===== src/rtl/lv3_pkg.sv =====
// Shared types and constants for the 3x3x3 local variance filter.
package lv3_pkg;

    localparam int TAPS       = 27;
    localparam int COORD_W    = 7;
    localparam int VAR_W      = 31;
    localparam int CFG_W      = 8;
    localparam int CFG_IDX_W  = 2;
    localparam int OUT_DATA_W = 56;
    localparam int OUT_PAD_W  = OUT_DATA_W - 3 * COORD_W - VAR_W;

    // register indexes on the config port
    localparam logic [CFG_IDX_W-1:0] REG_SIZE_X = 2'd0;
    localparam logic [CFG_IDX_W-1:0] REG_SIZE_Y = 2'd1;
    localparam logic [CFG_IDX_W-1:0] REG_SIZE_Z = 2'd2;

    localparam logic [CFG_W-1:0] SIZE_RESET = 8'd128;
    localparam logic [CFG_W-1:0] SIZE_MIN   = 8'd3;

    // exact variance divisor 27*26; it is at least 2^9, so the quotient is 9 bits
    // narrower than the numerator, and below 2^10, so 10 extra reciprocal bits
    // make the reciprocal multiply exact
    localparam int DIV_C     = 702;
    localparam int DIV_HEAD  = 9;
    localparam int DIV_GUARD = 10;

    typedef struct packed {
        logic [COORD_W-1:0] cx;
        logic [COORD_W-1:0] cy;
        logic [COORD_W-1:0] cz;
        logic               last;
    } t_meta;

endpackage


===== src/rtl/lv3_div.sv =====
// Divide by 702 through a reciprocal multiply, two pipeline stages.
module lv3_div #(
    parameter int NW = 40
) (
    input  logic                 i_clk,
    input  logic                 i_rst_n,
    input  logic                 i_valid,
    output logic                 o_ready,
    input  logic [NW-1:0]        i_num,
    input  lv3_pkg::t_meta       i_meta,
    output logic                 o_valid,
    input  logic                 i_ready,
    output logic [NW-lv3_pkg::DIV_HEAD-1:0] o_quo,
    output lv3_pkg::t_meta       o_meta
);
    localparam int QW  = NW - lv3_pkg::DIV_HEAD;
    localparam int K   = NW + lv3_pkg::DIV_GUARD;
    localparam int MBW = NW + 1;
    localparam int LW  = NW / 2;
    localparam int NHW = NW - LW;
    localparam int MHW = MBW - LW;
    localparam int PW  = 2 * NW + 1;
    localparam int HHW = NHW + MHW;
    localparam int HLW = NHW + LW;
    localparam int LHW = LW + MHW;
    localparam int LLW = 2 * LW;

    // reciprocal ceil(2^K / 702); floor(n*MUL / 2^K) equals floor(n / 702)
    localparam logic [K:0]     POW_K = (K+1)'(1) << K;
    localparam logic [K:0]     MUL_W = (POW_K + (K+1)'(lv3_pkg::DIV_C - 1))
                                       / (K+1)'(lv3_pkg::DIV_C);
    localparam logic [MBW-1:0] MUL   = MUL_W[MBW-1:0];
    localparam logic [MHW-1:0] MUL_H = MUL[MBW-1:LW];
    localparam logic [LW-1:0]  MUL_L = MUL[LW-1:0];

    logic [1:0]     r_v, en;
    lv3_pkg::t_meta r_meta [2];
    logic [HHW-1:0] r_hh;
    logic [HLW-1:0] r_hl;
    logic [LHW-1:0] r_lh;
    logic [LLW-1:0] r_ll;
    logic [PW-1:0]  prod;
    logic [QW-1:0]  r_quo;

    assign en[1]   = !r_v[1] || i_ready;
    assign en[0]   = !r_v[0] || en[1];
    assign o_ready = en[0];

    // recombine the four half-width partial products
    assign prod = (PW'(r_hh) << (2 * LW)) + (PW'(r_hl) << LW) + (PW'(r_lh) << LW)
                  + PW'(r_ll);

    always_ff @(posedge i_clk) begin
        if (en[0]) begin
            r_hh <= HHW'(i_num[NW-1:LW]) * HHW'(MUL_H);
            r_hl <= HLW'(i_num[NW-1:LW]) * HLW'(MUL_L);
            r_lh <= LHW'(i_num[LW-1:0]) * LHW'(MUL_H);
            r_ll <= LLW'(i_num[LW-1:0]) * LLW'(MUL_L);
            r_meta[0] <= i_meta;
        end
        if (en[1]) begin
            r_quo     <= prod[K +: QW];
            r_meta[1] <= r_meta[0];
        end
    end

    always_ff @(posedge i_clk) begin
        if (!i_rst_n) begin
            r_v <= '0;
        end else begin
            if (en[0]) r_v[0] <= i_valid;
            if (en[1]) r_v[1] <= r_v[0];
        end
    end

    assign o_valid = r_v[1];
    assign o_quo   = r_quo;
    assign o_meta  = r_meta[1];

endmodule


===== config.mk =====
export PLATFORM = sky130hd
export DESIGN_NAME = lv3_div
export DESIGN_NICKNAME = d
export VERILOG_FILES = /design/src/rtl/lv3_pkg.sv /design/src/rtl/lv3_div.sv
export SDC_FILE = /design/constraint.sdc
export NUM_CORES = 2
export LEC_CHECK = 0
export ABC_CLOCK_PERIOD_IN_PS = 7100
export BUFFER_PORTS_ARGS = -buffer_cell sky130_fd_sc_hd__buf_2
export CORE_AREA = 8 8 262 290
export DETAILED_ROUTE_END_ITERATION = 6
export DIE_AREA = 0 0 270 298
export GPL_TIMING_DRIVEN = 1
export PLACE_DENSITY = 0.71
export SYNTH_ARGS = -nofsm -noshare
export SYNTH_HDL_FRONTEND = slang
export SYNTH_SLANG_ARGS = --single-unit
export TNS_END_PERCENT = 10

===== constraint.sdc =====
create_clock -name i_clk -period 7.1 [get_ports i_clk]
set_input_delay 0 -clock i_clk [delete_from_list [all_inputs] [get_ports i_clk]]
set_output_delay 0 -clock i_clk [all_outputs]
set_load 0.01 [all_outputs]

==> results list <==
* Final Max Slew Viols: 0
* Clock-pin slew reported for the worst setup and hold paths after clock tree synthesis: about 0.07 ns
- Number of setup buffers added after CTS: 0
- CTS resizes: 0
- Number of setup violations in the final report: 0
- Area taken by multi-input logic gates: 22600 µm²
- Wire length of the first global-routing pass: 124000 µm
- Synthesis inferred ~210 register bits.
- Hold Path Class: in -> reg
- After detailed routing, the number of vias per cell comes to between 5 and 6.
- No sink is reached through more buffers than the 3 on the longest clock path.
* Number of antenna cells inserted: 0
- Standard-cell row count: between 100 and 150
* Result of the run: completed
- Fraction of the yosys area taken by sequential cells: 20.1%
* Period Utilization, post-route: 86.0%
- The core region is 71000 µm².
- The wire-length estimate of the detail-placed layout is 70100 µm.
- After detailed routing, the average wire length per cell comes to 19.9 µm.
* Post-Route Setup TNS: 0 ns
- After routing the design area is 34200 µm².
- The initial utilization of the core area, before any placement, comes to 44.5%.
- The initial antenna violation count was 0.
- TritonCTS built the clock tree.
* Register cell area after layout: 6350 µm²
* Worst hold endpoint: r_hh[3]
* Synthesized net count: 4058
* Worst clock skew: around 0.027 ns
- In this run the most critical hold path is launched from i_num[22].
- Along the worst path, the maximum fanout reaches 7.
- For this block, the via count after detailed routing is 21100.
- FF-to-FF path depth: 11
- Once placement finished, the instance area stood at 33200 µm².
* Worst Path Required: ~7.4 ns
* Final GP Congestion: 0.966
* Capture instance of the worst register-to-register path: o_quo[3]
- Post-DRT Antenna Nets: 0
- Unique masters post-synth: 85
- Reg2Reg Launch Point: r_hl[3]
- Final net count: 4195
- YS warnings: 0
- Global routing usage summed across all routing layers: 19.6%
* Endpoint class of the critical path: flop
- After the first detailed-routing iteration, the DRC count stood at about 1300.
- The clock reaches the later pin of the worst-skew pair after roughly 0.55 ns.
- Residual DRC count: 0
* Number of search-and-repair iterations in the first detailed-routing pass: 5
* Io pins: 121
* Reg-to-reg setup timing slack: between 3 and 4 ns
- CTS built an H-tree with a depth of 1.
- The synthesized design contains 210 enable-type register cells.
- Root Buffer Master: sky130_fd_sc_hd__clkbuf_16
* Syn Std Cell Area: 31600 µm²
- Number of hold violations in the final report: 0
* Final Routed Wirelength: roughly 80000 µm
* Pin slew with the least headroom to its limit: 0.793 ns
- Hold Path Stages: 2
- Mapped Avg Cell Area: about 11 µm²
* Instance count of the mapped netlist: 2929
- Layout overhead on the synthesized area: 8.20%
* Fraction of registers with async set/reset: 0%
- Data arrival time at the worst-slack endpoint: 6.39 ns
- Max-cap violations in this run came to 0.
- Max-Slew Margin vs Limit: 47.1%
- Startpoint Class: primary input
- Highest achievable clock rate: approximately 160 MHz
* Fin crit period: 6.11 ns
- Unrepaired setup endpoints after global routing: false
- From left edge to right edge, the die measures ~270 µm.
* Share of post-route cells with drive strength above 1: 6.20%
* Total global routing overflow: 0
* PortBufs: 120
- Counting every sink on the clock net gives approximately 210.
- In the synthesized netlist the dominant register cell turns out to be sky130_fd_sc_hd__edfxtp_1.
- Y dimension of the die: 298 µm
- The via count of the first global-routing pass came to 21900.
- Number of buffers created by CTS: 23
- Origin of the worst setup path: i_num[21]
- Layout fillers: 6575
- Maximum number of pins on one net before global-route repair: 64
* Critical path type: in -> reg
- The floorplan step defined a die boundary enclosing 80500 µm².
[worst max-delay path, stage by stage]
cell and delay, ns:
sky130_fd_sc_hd__dlygate4sd3_1 0.53, sky130_fd_sc_hd__buf_2 0.21, sky130_fd_sc_hd__ha_1 0.43, sky130_fd_sc_hd__inv_1 0.09, sky130_fd_sc_hd__fa_1 0.45, sky130_fd_sc_hd__inv_1 0.07, sky130_fd_sc_hd__ha_1 0.13, sky130_fd_sc_hd__inv_1 0.05
sky130_fd_sc_hd__fa_1 0.53, sky130_fd_sc_hd__inv_1 0.04, sky130_fd_sc_hd__ha_1 0.30, sky130_fd_sc_hd__fa_1 0.54, sky130_fd_sc_hd__inv_1 0.05, sky130_fd_sc_hd__fa_1 0.53, sky130_fd_sc_hd__inv_1 0.07, sky130_fd_sc_hd__ha_1 0.36
sky130_fd_sc_hd__o21ai_0 0.15, sky130_fd_sc_hd__a21oi_1 0.12, sky130_fd_sc_hd__a21bo_2 0.21, sky130_fd_sc_hd__a2111oi_0 0.54, sky130_fd_sc_hd__o21ai_0 0.21, sky130_fd_sc_hd__o211ai_1 0.22, sky130_fd_sc_hd__o31ai_2 0.16, sky130_fd_sc_hd__a221oi_2 0.30
sky130_fd_sc_hd__xnor2_1 0.09
[sequential cells by signal, summed over array words and instances, names as in the netlist]
name    count
o_quo      31
r_hh       39
r_hl       37
r_lh       39
r_ll       20
r_meta     44
r_v         2
[cell type report]
cell class	count	area share, %
Multi-Input combinational cell	2038	66.2
Clock buffer	27	1.73
Inverter	638	7.00
Clock inverter	14	0.399
Tap cell	945	3.46
Sequential cell	212	18.5
Timing Repair Buffer	153	2.70
[layout by cell type, fill, tap and decap left out, types with 69 or more instances in the layout]
master,instances
sky130_fd_sc_hd__ha_1,663
sky130_fd_sc_hd__o21ai_0,69
sky130_fd_sc_hd__nand2_1,91
sky130_fd_sc_hd__buf_2,120
sky130_fd_sc_hd__xnor2_1,110
sky130_fd_sc_hd__fa_1,400
sky130_fd_sc_hd__a21o_1,94
sky130_fd_sc_hd__nor2_1,83
sky130_fd_sc_hd__inv_1,637
sky130_fd_sc_hd__edfxtp_1,210
sky130_fd_sc_hd__a21oi_1,125
[repair_timing]
item	CTS	global route
setup endpoints to repair	0	0
hold buffers	30	0
hold endpoints to repair	28	0
[synth_stat cells (all sizes together) (7+ instances only)]
cell type	instances	area share, %
a31oi	13	0.26
a21oi	130	2.1
nand4	20	0.40
and2	15	0.30
o21a	16	0.38
and3	21	0.42
inv	638	7.6
nor3	20	0.32
o31ai	10	0.28
buf	27	0.62
o211ai	10	0.27
o2111ai	7	0.21
xnor2	111	3.1
ha	663	26
clkbuf	14	0.17
a221oi	7	0.21
o21ai	76	1.2
edfxtp	210	20
nand2b	11	0.22
xor2	66	1.8
nand3	38	0.60
fa	400	25
o21bai	12	0.28
a21o	96	2.3
nand2	92	1.1
a211oi	20	0.52
a21boi	9	0.23
nor2b	20	0.40
nor2	84	1.0
[worst max path at each step]
stage                           to  cells after the start
after detailed placement  r_hh[40]                     23
after CTS                 r_hh[37]                     25
after global placement    r_hh[37]                     22
after global routing      r_hh[37]                     25
after floorplan           r_hh[40]                     24
final                     r_hh[37]                     25
[metal layers]
layer	share of wire, %	vias to the layer above	track usage, %	routed length [µm]
li1	-	10100	-	-
met1	43	10200	25.8	34800
met2	47	613	32.8	37900
met3	4.4	182	1.96	3520
met4	4.8	0	8.28	3840
met5	0	-	0	0
[stage by stage]
| step | std cells | util, % | hold slack [ns] | worst slack, ns |
|---|---|---|---|---|
| 5_1_grt | 4027 | 48.2 | 0.0609 | 0.559 |
| 3_5_place_dp | 3956 | 46.7 | 0.178 | 0.830 |
| 6_report | 4027 | 48.2 | 0.0732 | 0.994 |
| 2_1_floorplan | 2929 | - | 0.0989 | 1.39 |
| 3_3_place_gp | 3956 | 46.7 | 0.176 | 0.967 |
| 4_1_cts | 4027 | 48.2 | 0.0243 | 1.04 |
[cells by family (layout without fill, tap and decap cells)]
kind of cell	count (synthesis)	count (layout)	synth area share (%)
buf+inv	679	832	8.36
flops	212	212	20.1
fa+ha+maj	1064	1064	51.6
mux	1	1	0.0317
simple gates	347	347	5.37
compound gates	449	449	9.66
xor+xnor	177	177	4.93
Power is left out: the tool's default activity adds up to more than one toggle a clock period on the data nets, which glitch-free logic cannot reach.
